==> src/rtl/touch_contact_slot_tracker_defines.svh <==
// ----------------------------------------------------------------------------
// Assertion macros for the touch contact slot tracker
// Concurrent checks sampled on i_clk and disabled while i_rst_n is low.
// ----------------------------------------------------------------------------
`ifndef TOUCH_CONTACT_SLOT_TRACKER_DEFINES_SVH
`define TOUCH_CONTACT_SLOT_TRACKER_DEFINES_SVH

// The consequent must hold in the same cycle as the antecedent.
`define TCST_ASSERT_SAME(label, ante, cons, msg) \
    label: assert property (@(posedge i_clk) disable iff (!i_rst_n) (ante) |-> (cons)) \
        else $error(msg);

// The consequent must hold in the cycle after the antecedent.
`define TCST_ASSERT_NEXT(label, ante, cons, msg) \
    label: assert property (@(posedge i_clk) disable iff (!i_rst_n) (ante) |=> (cons)) \
        else $error(msg);

`endif

==> src/rtl/tcst_pkg.sv <==
// ----------------------------------------------------------------------------
// tcst_pkg
// Types and codes shared by the touch contact slot tracker and its testbench.
// ----------------------------------------------------------------------------
`default_nettype none

package tcst_pkg;

    typedef enum logic {
        OP_REPORT    = 1'b0,
        OP_FRAME_END = 1'b1
    } t_op;

    typedef enum logic [1:0] {
        EV_UP   = 2'd0,
        EV_DOWN = 2'd1,
        EV_MOVE = 2'd2
    } t_event_kind;

    typedef enum logic [1:0] {
        CFG_ENABLE = 2'd0,
        CFG_WIDTH  = 2'd1,
        CFG_HEIGHT = 2'd2
    } t_cfg_index;

    localparam int POS_W  = 14;
    localparam int NORM_W = 16;
    localparam int ID_W   = 16;
    localparam int PROD_W = NORM_W + POS_W;

    localparam logic [POS_W-1:0] WIDTH_RESET  = 14'd1024;
    localparam logic [POS_W-1:0] HEIGHT_RESET = 14'd768;

    typedef logic [POS_W-1:0] t_pos;
    typedef logic [POS_W-1:0] t_cfg_data;
    typedef logic [3:0]       t_slot_idx;

    typedef struct packed {
        t_op              operation;
        logic [ID_W-1:0]   contact_id;
        logic [NORM_W-1:0] norm_x;
        logic [NORM_W-1:0] norm_y;
    } t_item;

    typedef struct packed {
        t_event_kind event_kind;
        t_slot_idx   slot_index;
        t_pos        pos_x;
        t_pos        pos_y;
        logic        last_event;
    } t_result;

    typedef struct packed {
        logic [ID_W-1:0] contact;
        t_pos            x;
        t_pos            y;
    } t_slot_entry;

endpackage

`default_nettype wire

==> src/rtl/tcst_ram.sv <==
// ----------------------------------------------------------------------------
// tcst_ram
// Generic simple dual-port RAM with one write port and a registered read.
// ----------------------------------------------------------------------------
`default_nettype none

module tcst_ram #(
    parameter int WIDTH = 8,
    parameter int DEPTH = 16
) (
    input  wire logic                             i_clk,
    input  wire logic                             i_we,
    input  wire logic [$clog2(DEPTH)-1:0]         i_waddr,
    input  wire logic [WIDTH-1:0]                 i_wdata,
    input  wire logic [$clog2(DEPTH)-1:0]         i_raddr,
    output      logic [WIDTH-1:0]                 o_rdata
);

    logic [WIDTH-1:0] r_mem [DEPTH];

    always_ff @(posedge i_clk) begin
        if (i_we) begin
            r_mem[i_waddr] <= i_wdata;
        end
        o_rdata <= r_mem[i_raddr];
    end

endmodule

`default_nettype wire

==> src/rtl/touch_contact_slot_tracker.sv <==
// ----------------------------------------------------------------------------
// touch_contact_slot_tracker
// Multitouch contact slot table with per-frame pointer up, down and move events.
// ----------------------------------------------------------------------------
// A transaction is taken at the rising edge at which start is high and busy is
// low. A contact report searches the slot RAM one entry per cycle and keeps
// busy high until it reaches the matching slot or, for a new contact, the
// first slot past those in use, so a report against a full table searches
// every slot. A frame end reads one slot per cycle and keeps busy high until
// it has read every slot in use. Its events leave one per cycle on
// o_result_valid, each registered from the read of its slot and the last in
// the first cycle with busy low. They must be taken as they come since the
// receiver cannot stall. Items taken while the block is disabled, and a frame
// end on an empty table, leave busy low.
// The slot RAM needs no clearing after reset.
// ----------------------------------------------------------------------------
`default_nettype none

`include "touch_contact_slot_tracker_defines.svh"

module touch_contact_slot_tracker #(
    parameter int SLOTS = 16
) (
    input  wire logic                 i_clk,
    input  wire logic                 i_rst_n,
    input  wire logic                 start,
    output      logic                 busy,
    input  wire tcst_pkg::t_item      i_item,
    output      logic                 o_result_valid,
    output      tcst_pkg::t_result    o_result,
    input  wire logic                 i_cfg_we,
    input  wire tcst_pkg::t_cfg_index i_cfg_index,
    input  wire tcst_pkg::t_cfg_data  i_cfg_data
);

    localparam int IDXW = $clog2(SLOTS);
    localparam int CNTW = $clog2(SLOTS + 1);
    localparam logic [CNTW-1:0] SLOTS_CNT = CNTW'(SLOTS);
    localparam logic [CNTW-1:0] ONE_CNT   = CNTW'(1);

    typedef enum logic [2:0] {
        ST_IDLE   = 3'b001,
        ST_SEARCH = 3'b010,
        ST_EMIT   = 3'b100
    } t_state;

    t_state                         r_state, n_state;
    logic                           r_enable;
    tcst_pkg::t_pos                 r_width;
    tcst_pkg::t_pos                 r_height;
    logic [tcst_pkg::ID_W-1:0]      r_id;
    logic [tcst_pkg::PROD_W-1:0]    r_prod_x;
    logic [tcst_pkg::PROD_W-1:0]    r_prod_y;
    logic [CNTW-1:0]                r_idx, n_idx;
    logic [CNTW-1:0]                r_used, n_used;
    logic [CNTW-1:0]                r_top, n_top;
    logic [SLOTS-1:0]               r_act, n_act;
    logic [SLOTS-1:0]               r_was, n_was;
    logic                           r_out_valid, n_out_valid;
    tcst_pkg::t_result              r_out, n_out;

    tcst_pkg::t_slot_entry          w_rd_data;
    tcst_pkg::t_slot_entry          w_wr_data;
    logic [IDXW-1:0]                w_raddr;
    logic [IDXW-1:0]                w_waddr;
    logic [IDXW-1:0]                w_idx;
    logic                           w_we;
    logic                           w_in_range;
    logic                           w_hit;
    logic                           w_full;
    logic                           w_last;
    logic                           w_accept;
    logic [SLOTS-1:0]               w_used_mask;

    assign busy           = (r_state != ST_IDLE);
    assign w_accept       = start && !busy;
    assign o_result_valid = r_out_valid;
    assign o_result       = r_out;

    assign w_idx      = r_idx[IDXW-1:0];
    assign w_in_range = (r_idx < r_used);
    assign w_hit      = w_in_range && (w_rd_data.contact == r_id);
    assign w_full     = (r_used == SLOTS_CNT);
    assign w_last     = (r_idx == r_used - ONE_CNT);

    assign w_we    = (r_state == ST_SEARCH) && (w_hit || (!w_in_range && !w_full));
    assign w_waddr = w_hit ? w_idx : r_used[IDXW-1:0];
    assign w_raddr = (r_state == ST_IDLE) ? '0 : IDXW'(r_idx + ONE_CNT);

    assign w_wr_data.contact = r_id;
    assign w_wr_data.x       = r_prod_x[tcst_pkg::PROD_W-1:tcst_pkg::NORM_W];
    assign w_wr_data.y       = r_height - r_prod_y[tcst_pkg::PROD_W-1:tcst_pkg::NORM_W];

    always_comb begin
        for (int i = 0; i < SLOTS; i++) begin
            w_used_mask[i] = (CNTW'(i) < r_used);
        end
    end

    tcst_ram #(
        .WIDTH ($bits(tcst_pkg::t_slot_entry)),
        .DEPTH (SLOTS)
    ) u_slot_ram (
        .i_clk   (i_clk),
        .i_we    (w_we),
        .i_waddr (w_waddr),
        .i_wdata (w_wr_data),
        .i_raddr (w_raddr),
        .o_rdata (w_rd_data)
    );

    always_comb begin
        n_state     = r_state;
        n_idx       = r_idx;
        n_used      = r_used;
        n_top       = r_top;
        n_act       = r_act;
        n_was       = r_was;
        n_out_valid = 1'b0;
        n_out       = r_out;

        unique case (r_state)
            ST_IDLE: begin
                if (w_accept && r_enable) begin
                    n_idx = '0;
                    n_top = '0;
                    if (i_item.operation == tcst_pkg::OP_REPORT) begin
                        n_state = ST_SEARCH;
                    end else if (r_used != '0) begin
                        n_state = ST_EMIT;
                    end
                end
            end
            ST_SEARCH: begin
                if (w_hit) begin
                    n_act[w_idx] = 1'b1;
                    n_state      = ST_IDLE;
                end else if (!w_in_range) begin
                    if (!w_full) begin
                        n_act[w_waddr] = 1'b1;
                        n_was[w_waddr] = 1'b0;
                        n_used         = r_used + ONE_CNT;
                    end
                    n_state = ST_IDLE;
                end else begin
                    n_idx = r_idx + ONE_CNT;
                end
            end
            ST_EMIT: begin
                n_out_valid = 1'b1;
                if (!r_act[w_idx] && r_was[w_idx]) begin
                    n_out.event_kind = tcst_pkg::EV_UP;
                end else if (r_act[w_idx] && !r_was[w_idx]) begin
                    n_out.event_kind = tcst_pkg::EV_DOWN;
                end else begin
                    n_out.event_kind = tcst_pkg::EV_MOVE;
                end
                n_out.slot_index = tcst_pkg::t_slot_idx'(r_idx);
                n_out.pos_x      = w_rd_data.x;
                n_out.pos_y      = w_rd_data.y;
                n_out.last_event = w_last;
                if (r_act[w_idx]) begin
                    n_top = r_idx + ONE_CNT;
                end
                n_idx = r_idx + ONE_CNT;
                if (w_last) begin
                    n_used = n_top;
                    for (int i = 0; i < SLOTS; i++) begin
                        if (CNTW'(i) < n_top) begin
                            n_was[i] = r_act[i];
                            n_act[i] = 1'b0;
                        end
                    end
                    n_state = ST_IDLE;
                end
            end
            default: begin
                n_state = ST_IDLE;
            end
        endcase
    end

    always_ff @(posedge i_clk) begin
        if (!i_rst_n) begin
            r_state     <= ST_IDLE;
            r_enable    <= 1'b0;
            r_width     <= tcst_pkg::WIDTH_RESET;
            r_height    <= tcst_pkg::HEIGHT_RESET;
            r_idx       <= '0;
            r_used      <= '0;
            r_top       <= '0;
            r_act       <= '0;
            r_was       <= '0;
            r_out_valid <= 1'b0;
        end else begin
            r_state     <= n_state;
            r_idx       <= n_idx;
            r_used      <= n_used;
            r_top       <= n_top;
            r_act       <= n_act;
            r_was       <= n_was;
            r_out_valid <= n_out_valid;
            if (i_cfg_we) begin
                unique case (i_cfg_index)
                    tcst_pkg::CFG_ENABLE: r_enable <= i_cfg_data[0];
                    tcst_pkg::CFG_WIDTH:  r_width  <= i_cfg_data;
                    tcst_pkg::CFG_HEIGHT: r_height <= i_cfg_data;
                    default: begin
                    end
                endcase
            end
        end
    end

    always_ff @(posedge i_clk) begin
        r_out <= n_out;
        if (w_accept) begin
            r_id     <= i_item.contact_id;
            r_prod_x <= {{tcst_pkg::POS_W{1'b0}}, i_item.norm_x}
                      * {{tcst_pkg::NORM_W{1'b0}}, r_width};
            r_prod_y <= {{tcst_pkg::POS_W{1'b0}}, i_item.norm_y}
                      * {{tcst_pkg::NORM_W{1'b0}}, r_height};
        end
    end

    `TCST_ASSERT_SAME(a_used_bound, 1'b1, r_used <= SLOTS_CNT, "Slot count exceeds table size.")
    `TCST_ASSERT_SAME(a_no_active_above_used, 1'b1, (r_act & ~w_used_mask) == '0,
                      "Active flag set on a slot that is not in use.")
    `TCST_ASSERT_NEXT(a_event_from_emit, r_state != ST_EMIT, !r_out_valid,
                      "Event issued without a frame-end read.")
    `TCST_ASSERT_SAME(a_last_ends_emit, r_out_valid && r_out.last_event, r_state == ST_IDLE,
                      "Frame end still emitting after its last event.")

endmodule

`default_nettype wire

==> config.mk <==
export PLATFORM = sky130hd
export DESIGN_NAME = touch_contact_slot_tracker
export DESIGN_NICKNAME = d
export VERILOG_FILES = /design/src/rtl/tcst_pkg.sv /design/src/rtl/tcst_ram.sv /design/src/rtl/touch_contact_slot_tracker.sv
export VERILOG_INCLUDE_DIRS = /design/src /design/src/rtl
export SDC_FILE = /design/constraint.sdc
export NUM_CORES = 2
export LEC_CHECK = 0
export BUFFER_PORTS_ARGS = -buffer_cell sky130_fd_sc_hd__buf_2
export CORE_AREA = 2 2 372 374
export DETAILED_ROUTE_END_ITERATION = 7
export DIE_AREA = 0 0 374 376
export GPL_TIMING_DRIVEN = 0
export PLACE_DENSITY = 0.49
export SYNTH_ARGS = -nofsm -noshare
export SYNTH_HDL_FRONTEND = slang
export SYNTH_SLANG_ARGS = --single-unit
==> constraint.sdc <==
create_clock -name i_clk -period 7 [get_ports i_clk]
set_input_delay 1.4 -clock i_clk [delete_from_list [all_inputs] [get_ports i_clk]]
set_output_delay 1.4 -clock i_clk [all_outputs]
set_load 0.02 [all_outputs]
## Yosys cells after proc, flatten, opt, wreduce, memory -nomap -nowiden

Memories as Yosys holds them, arrays and structs flattened. A register that Yosys moved wholly into a read port is not among the register bits.
Index checks and enable logic that the tools add are counted.

- Bitwise gates (word level): 4
- Multiplexer cells: 75
- Equal/unequal tests: 34
- Reductions and logical operators: 59
- Multiply operators: 2
- Add/subtract/negate cells: 4
- Order comparisons: 21

Operator list:

| cell | number |
|---|---|
| 2-to-1 mux 16 bit | 8 |
| AND reduction 6 bit | 16 |
| AND reduction 5 bit | 17 |
| case mux 16 bit (2 select lines) | 2 |
| multiplier 16 x 14 -> 30 bit | 2 |
| 2-to-1 mux 5 bit | 9 |
| != test 2 bit, second input constant | 21 |
| < comparator 4 x 5 -> 1 bit, first input constant | 8 |
| 2-to-1 mux 1 bit | 39 |
| OR 16 bit | 2 |
| < comparator 3 x 5 -> 1 bit, first input constant | 4 |
| case mux 5 bit (2 select lines) | 2 |
| 2-to-1 mux 3 bit | 6 |
| bitwise AND 16 bit | 1 |
| equality test 16 bit | 1 |
| NOT 16 bit | 1 |
| case mux 5 bit (3 select lines) | 1 |
| subtractor 14 bit | 1 |
| adder 5 x 1 -> 5 bit, second input constant | 2 |
| < comparator 1 x 5 -> 1 bit, first input constant | 2 |
| < comparator 2 x 5 -> 1 bit, first input constant | 2 |
| < comparator 4 x 5 -> 1 bit, second input constant | 2 |
| logical AND 1 bit | 9 |
| case mux 3 bit (3 select lines) | 1 |
| other kinds (26) | 40 |

- Logic and storage cells: 248
- Output and inout port bits: 37
- Flip-flop bits (word level): 191
- Memories kept: 1
- Memory bits (writable): 704

Memories:

| name | depth | bits a word | read ports | clocked after memory_dff | write ports | line | source |
|---|---|---|---|---|---|---|---|
| u_slot_ram.r_mem | 16 | 44 | 1 | 1 | 1 | tcst_ram.sv:19 | `logic [WIDTH-1:0] r_mem [DEPTH];` |

## Logic depth before layout (Yosys ltp)

- Depth in word-level cells: 13
- Gate-level depth with buffers: 23

## Modules after synthesis

From an unflattened synthesis, not the netlist that was laid out.

- Cell total of the unflattened synthesis: 3523
- Area total of the unflattened synthesis: 48950.7 sq um

By module, submodules not included:

| module | area an instance (sq um) | times used | cells an instance |
|---|---|---|---|
| tcst_ram | 27266.2 | 1 | 1142 |
| touch_contact_slot_tracker | 21684.5 | 1 | 2381 |

## Worst setup path after synthesis

Ideal clock, no wire load.

- Path type: input-to-reg
- From: input i_item[24] in the netlist's numbering
- To: register r_prod_x[28] in the netlist's numbering, data pin
- Data arrival time: 6.895 ns
- Setup slack: -0.090 ns
- Stages: 21
- Path buffers: 1
- Cell sequence: clkbuf_1 and2_1 fa_1 inv_1 fa_1 inv_1 fa_1 fa_1 fa_1 inv_1 fa_1 inv_1 ha_1 o21ai_0 a311oi_1 and4b_1 a211o_1 o31a_1 o21ai_0 nor2_1 o311ai_0

- Longest elaborated chain between the ends: 1

Ends and longest elaborated chain:

| what | line | source |
|---|---|---|
| start: declaration | touch_contact_slot_tracker.sv:28 | `input wire tcst_pkg::t_item i_item,` |
| multiplier 16 x 14 -> 30 bit | touch_contact_slot_tracker.sv:220 | `* {{tcst_pkg::NORM_W{1'b0}}, r_width};` |
| end signal: assignment | touch_contact_slot_tracker.sv:219 | `r_prod_x <= {{tcst_pkg::POS_W{1'b0}}, i_item.norm_x}` |
| end: declaration | touch_contact_slot_tracker.sv:52 | `logic [tcst_pkg::PROD_W-1:0] r_prod_x;` |

No other way between the ends.
A chain may end at the register's enable or synchronous reset.

## Final worst setup path

- From: input i_item[23] in the netlist's numbering
- To: register r_prod_x[28] in the netlist's numbering, data pin

Same word-level chain as after synthesis.

==> impl_metrics.yaml <==
run_status:
  status: "finished, final reports clean"
power_and_ir_drop:
  p_int_w: 0.0105
  power_leakage_nw: 21.8
  p_switching_w: 0.00436
  irDropWorstVdd_v: 0.000194
  seqPwrFrac_pct: 45.9
  p_per_area_mw_per_mm2: 260
  pwr-share-clk_pct: 35.3
  swShare_pct: 29.3
  p_comb_share_pct: 18.8
sta:
  worst_pin_slew_ns: 1.40
  finalMaxSlewViolations: 0
  rsz0062_at_grt: "true"
  max_slew_margin_pct: 3.83
  final-hold-violation-count: 0
  setup-violations-final: 0
  min_period_ns: 6.85
  min_period_over_period_pct: 97.8
  skew_ns: 0.0454
  max_freq_ghz: 0.146
  worst_slack_ns: 0.153
critical_path:
  start_kind: "input port"
  required_ns: 7.44
  crit_arrival_ns: 7.29
  worstPathMaxFanout: 5
  critical_path_class: "in -> reg"
  end_kind: "register"
placement:
  placed_area_mm2: 0.0537
  port_buffers: 105
  hpwl_um: 106000
  place.gp.congestion: 0.886
  dp_slack_ns: -2.25
final_layout:
  drive_above_1_share_pct: 8.33
  nets: 5130
  fin_area_mm2: 0.0572
  syn_to_final_growth_pct: 13.8
grt:
  grt_first_pass_wirelength_um: 221000
  grt_pass1_vias: 34305
  grt_util_met3_pct: 3.31
  antenna_found_initial: 4
  grt_use_met1_pct: 29.2
  grt_max_degree: 45
  busiest_layer: "met2"
  grt_use_total_pct: 20.9
  grt_overflow: 0
  grtUsageMet2_pct: 33.6
cts:
  cts_tree: "built"
  clk_path_buf_depth: 3
  htree_levels: 3
  postCtsHoldBufs: 0
  cts.clk_slew.worst_paths_ns: 0.06
  ctsRootBufferMaster: "clkbuf_16"
  cts_sinks: 907
  insertion_delay_ns: 0.71
  cts_buffers: 98
floorplanning:
  die_h_um: 376
  start_util_pct: 36.8
  row_count: 136
  io_pins: 106
  dieArea_mm2: 0.141
  die_w_um: 374
  core_mm2: 0.137
synthesis:
  syn_area_mm2: 0.0503
  yosys_register_bits: 907
  synth.area.top_cells: "edfxtp_1 (47%), fa_1 (13%), nand2_1 (5.3%), ha_1 (5.2%), dfxtp_1 (4.9%)"
  synth_top_area_cell: "edfxtp_1"
  async_flop_share_pct: 0
  yosysSeqAreaShare_pct: 51.7
  synth_edf_count: 783
  avgSynthCellArea_um2: 11.7
  syn_nets: 4915
  ys_warn_count: 0
  synth_ff_type: "edfxtp_1"
  synth_cell_types: 72
  synth_top_area_share_pct: 46.8
  postSynthCellCount: 4309
detailed_routing:
  ant_nets: 0
  drtIter0Drc: 2476
  drc: 0
  avgViaCountPerCell: 5.24
  dr.pass1.iters: 5
  wl_um: 147000
  via_count: 33580
  routedWlPerCell_um: 22.9
hold_path:
  hold_class: "reg -> reg"
flow_run:
  cap_violations: 0
[synth_stat cells, types with 11 or more instances]
master and number:
and2_1 222, o21a_1 12, and3_1 19, a311oi_1 98, a21oi_1 179, inv_1 416, nor3_1 27, dfxtp_1 124
a211oi_1 228, xor2_1 33, mux2i_1 11, xnor2_1 31, nor4_1 11, nand2_1 704, o21ai_0 46, fa_1 329
edfxtp_1 783, nor2b_1 186, a31oi_1 110, buf_1 11, nand3_1 26, nor2_1 89, clkbuf_1 240, nand4_1 11
ha_1 208, a21o_1 13
[sequential cells by signal, summed over array words and instances, names as in the netlist, 16 cells and up]
register	count
u_slot_ram.r_mem	704
r_id	16
o_result	35
r_was	16
u_slot_ram.o_rdata	44
r_act	16
[final cells by class]
class	count	area [um2]
diodes	2	5.00
plain buffers	238	988
clock buffers	147	2820
clock inverters	39	457
fillers	12987	79400
inverters	418	1570
multi-input cells	2729	22100
flip-flops and latches	907	26000
well taps	1794	2240
repair buffers	132	1070
[metrics by stage]
| step | TNS, ns | utilization [%] | power [W] | hold slack, ns | instances |
|---|---|---|---|---|---|
| detailed placement | -19.60 | 39.3 | 0.00971 | 0.389 | 6234 |
| global placement | -930.14 | 38.8 | 0.00967 | 0.390 | 6208 |
| finish | 0 | 41.9 | 0.0149 | 0.382 | 6406 |
| global route | -0.0758 | 41.9 | 0.0156 | 0.402 | 6404 |
| CTS | 0 | 41.7 | 0.0150 | 0.392 | 6410 |
| floorplan | 0 | - | 0.00863 | 0.386 | 4309 |
[kinds of logic after synthesis]
group | share of synthesized area, %
mux | 0.712
compound gates | 10.4
buf+inv | 5.05
simple gates | 12.7
fa+ha+maj | 18.3
flops | 51.7
xor+xnor | 1.11
[path summary, 6_finish.rpt]
kind | startpoint | end | slack [ns] | cells after the start
setup / recovery | i_item[23] | r_prod_x[28]$_DFFE_PP_ | 0.15 | 23
hold / removal | u_slot_ram.o_rdata[7]$_DFF_P_ | o_result[8]$_DFFE_PP_ | 0.38 | 0
setup reg to reg | r_height[12]$_SDFFE_PN0P_ | r_prod_y[29]$_DFFE_PP_ | 0.24 | 20
hold reg to reg | u_slot_ram.o_rdata[7]$_DFF_P_ | o_result[8]$_DFFE_PP_ | 0.38 | 0
[metal layers]
| layer | part of all wire (%) | wire (um) | vias up |
|---|---|---|---|
| met2 | 46 | 67300 | 1041 |
| met1 | 45 | 66400 | 16857 |
| met3 | 6.1 | 8910 | 213 |
| met4 | 3.0 | 4370 | 0 |
| met5 | 0 | 0 | - |
| li1 | - | - | 15469 |
[worst max-delay path: stages]
cell and delay (ns):
clkbuf_4 0.16, and2_4 0.17, fa_1 0.52, inv_1 0.05
fa_1 0.49, inv_2 0.05, fa_1 0.49, inv_1 0.05
fa_1 0.52, inv_1 0.05, fa_1 0.47, inv_1 0.05
fa_1 0.47, inv_1 0.06, ha_4 0.28, nand2_2 0.08
a311oi_4 0.34, and4b_1 0.23, a211o_1 0.29, o31a_1 0.32
o21ai_4 0.24, nor2_4 0.07, o311ai_4 0.42
[timing repair]
item / in CTS / in global routing
endpoints found under the setup margin: 12 / 9
pin swaps: 4 / 12
resized for setup: 32 / 62
setup buffers: 0 / 1
[placed cells by master (no fill, tap or decap), types with 13 or more instances in the layout]
| cell type | Yosys | layout |
|---|---|---|
| and3_1 | 19 | 18 |
| a21o_1 | 13 | 13 |
| o21ai_0 | 46 | 43 |
| nor2b_1 | 186 | 186 |
| clkinv_2 | 0 | 14 |
| nor2_4 | 0 | 17 |
| dfxtp_1 | 124 | 118 |
| nor2_1 | 89 | 72 |
| inv_1 | 416 | 415 |
| clkbuf_2 | 0 | 13 |
| clkbuf_16 | 0 | 101 |
| nor3_1 | 27 | 26 |
| a31oi_1 | 110 | 109 |
| buf_2 | 3 | 108 |
| buf_12 | 0 | 23 |
| xnor2_1 | 31 | 28 |
| a21oi_1 | 179 | 179 |
| nand2_1 | 704 | 703 |
| and2_1 | 222 | 221 |
| nand3_1 | 26 | 24 |
| fa_1 | 329 | 328 |
| xor2_1 | 33 | 32 |
| ha_1 | 208 | 205 |
| edfxtp_1 | 783 | 783 |
| a311oi_1 | 98 | 97 |
| clkbuf_1 | 240 | 234 |
| a211oi_1 | 228 | 228 |
[power groups by stage]
stage               clock network [W]  registers (W)  logic [W]
floorplan                           0        0.00678    0.00186
global placement                    0        0.00692    0.00275
detailed placement                  0        0.00693    0.00278
CTS                           0.00536        0.00682    0.00280
global route                  0.00556        0.00685    0.00318
finish                        0.00525        0.00682    0.00280
No activity file was read; power rests on OpenSTA's default activity.
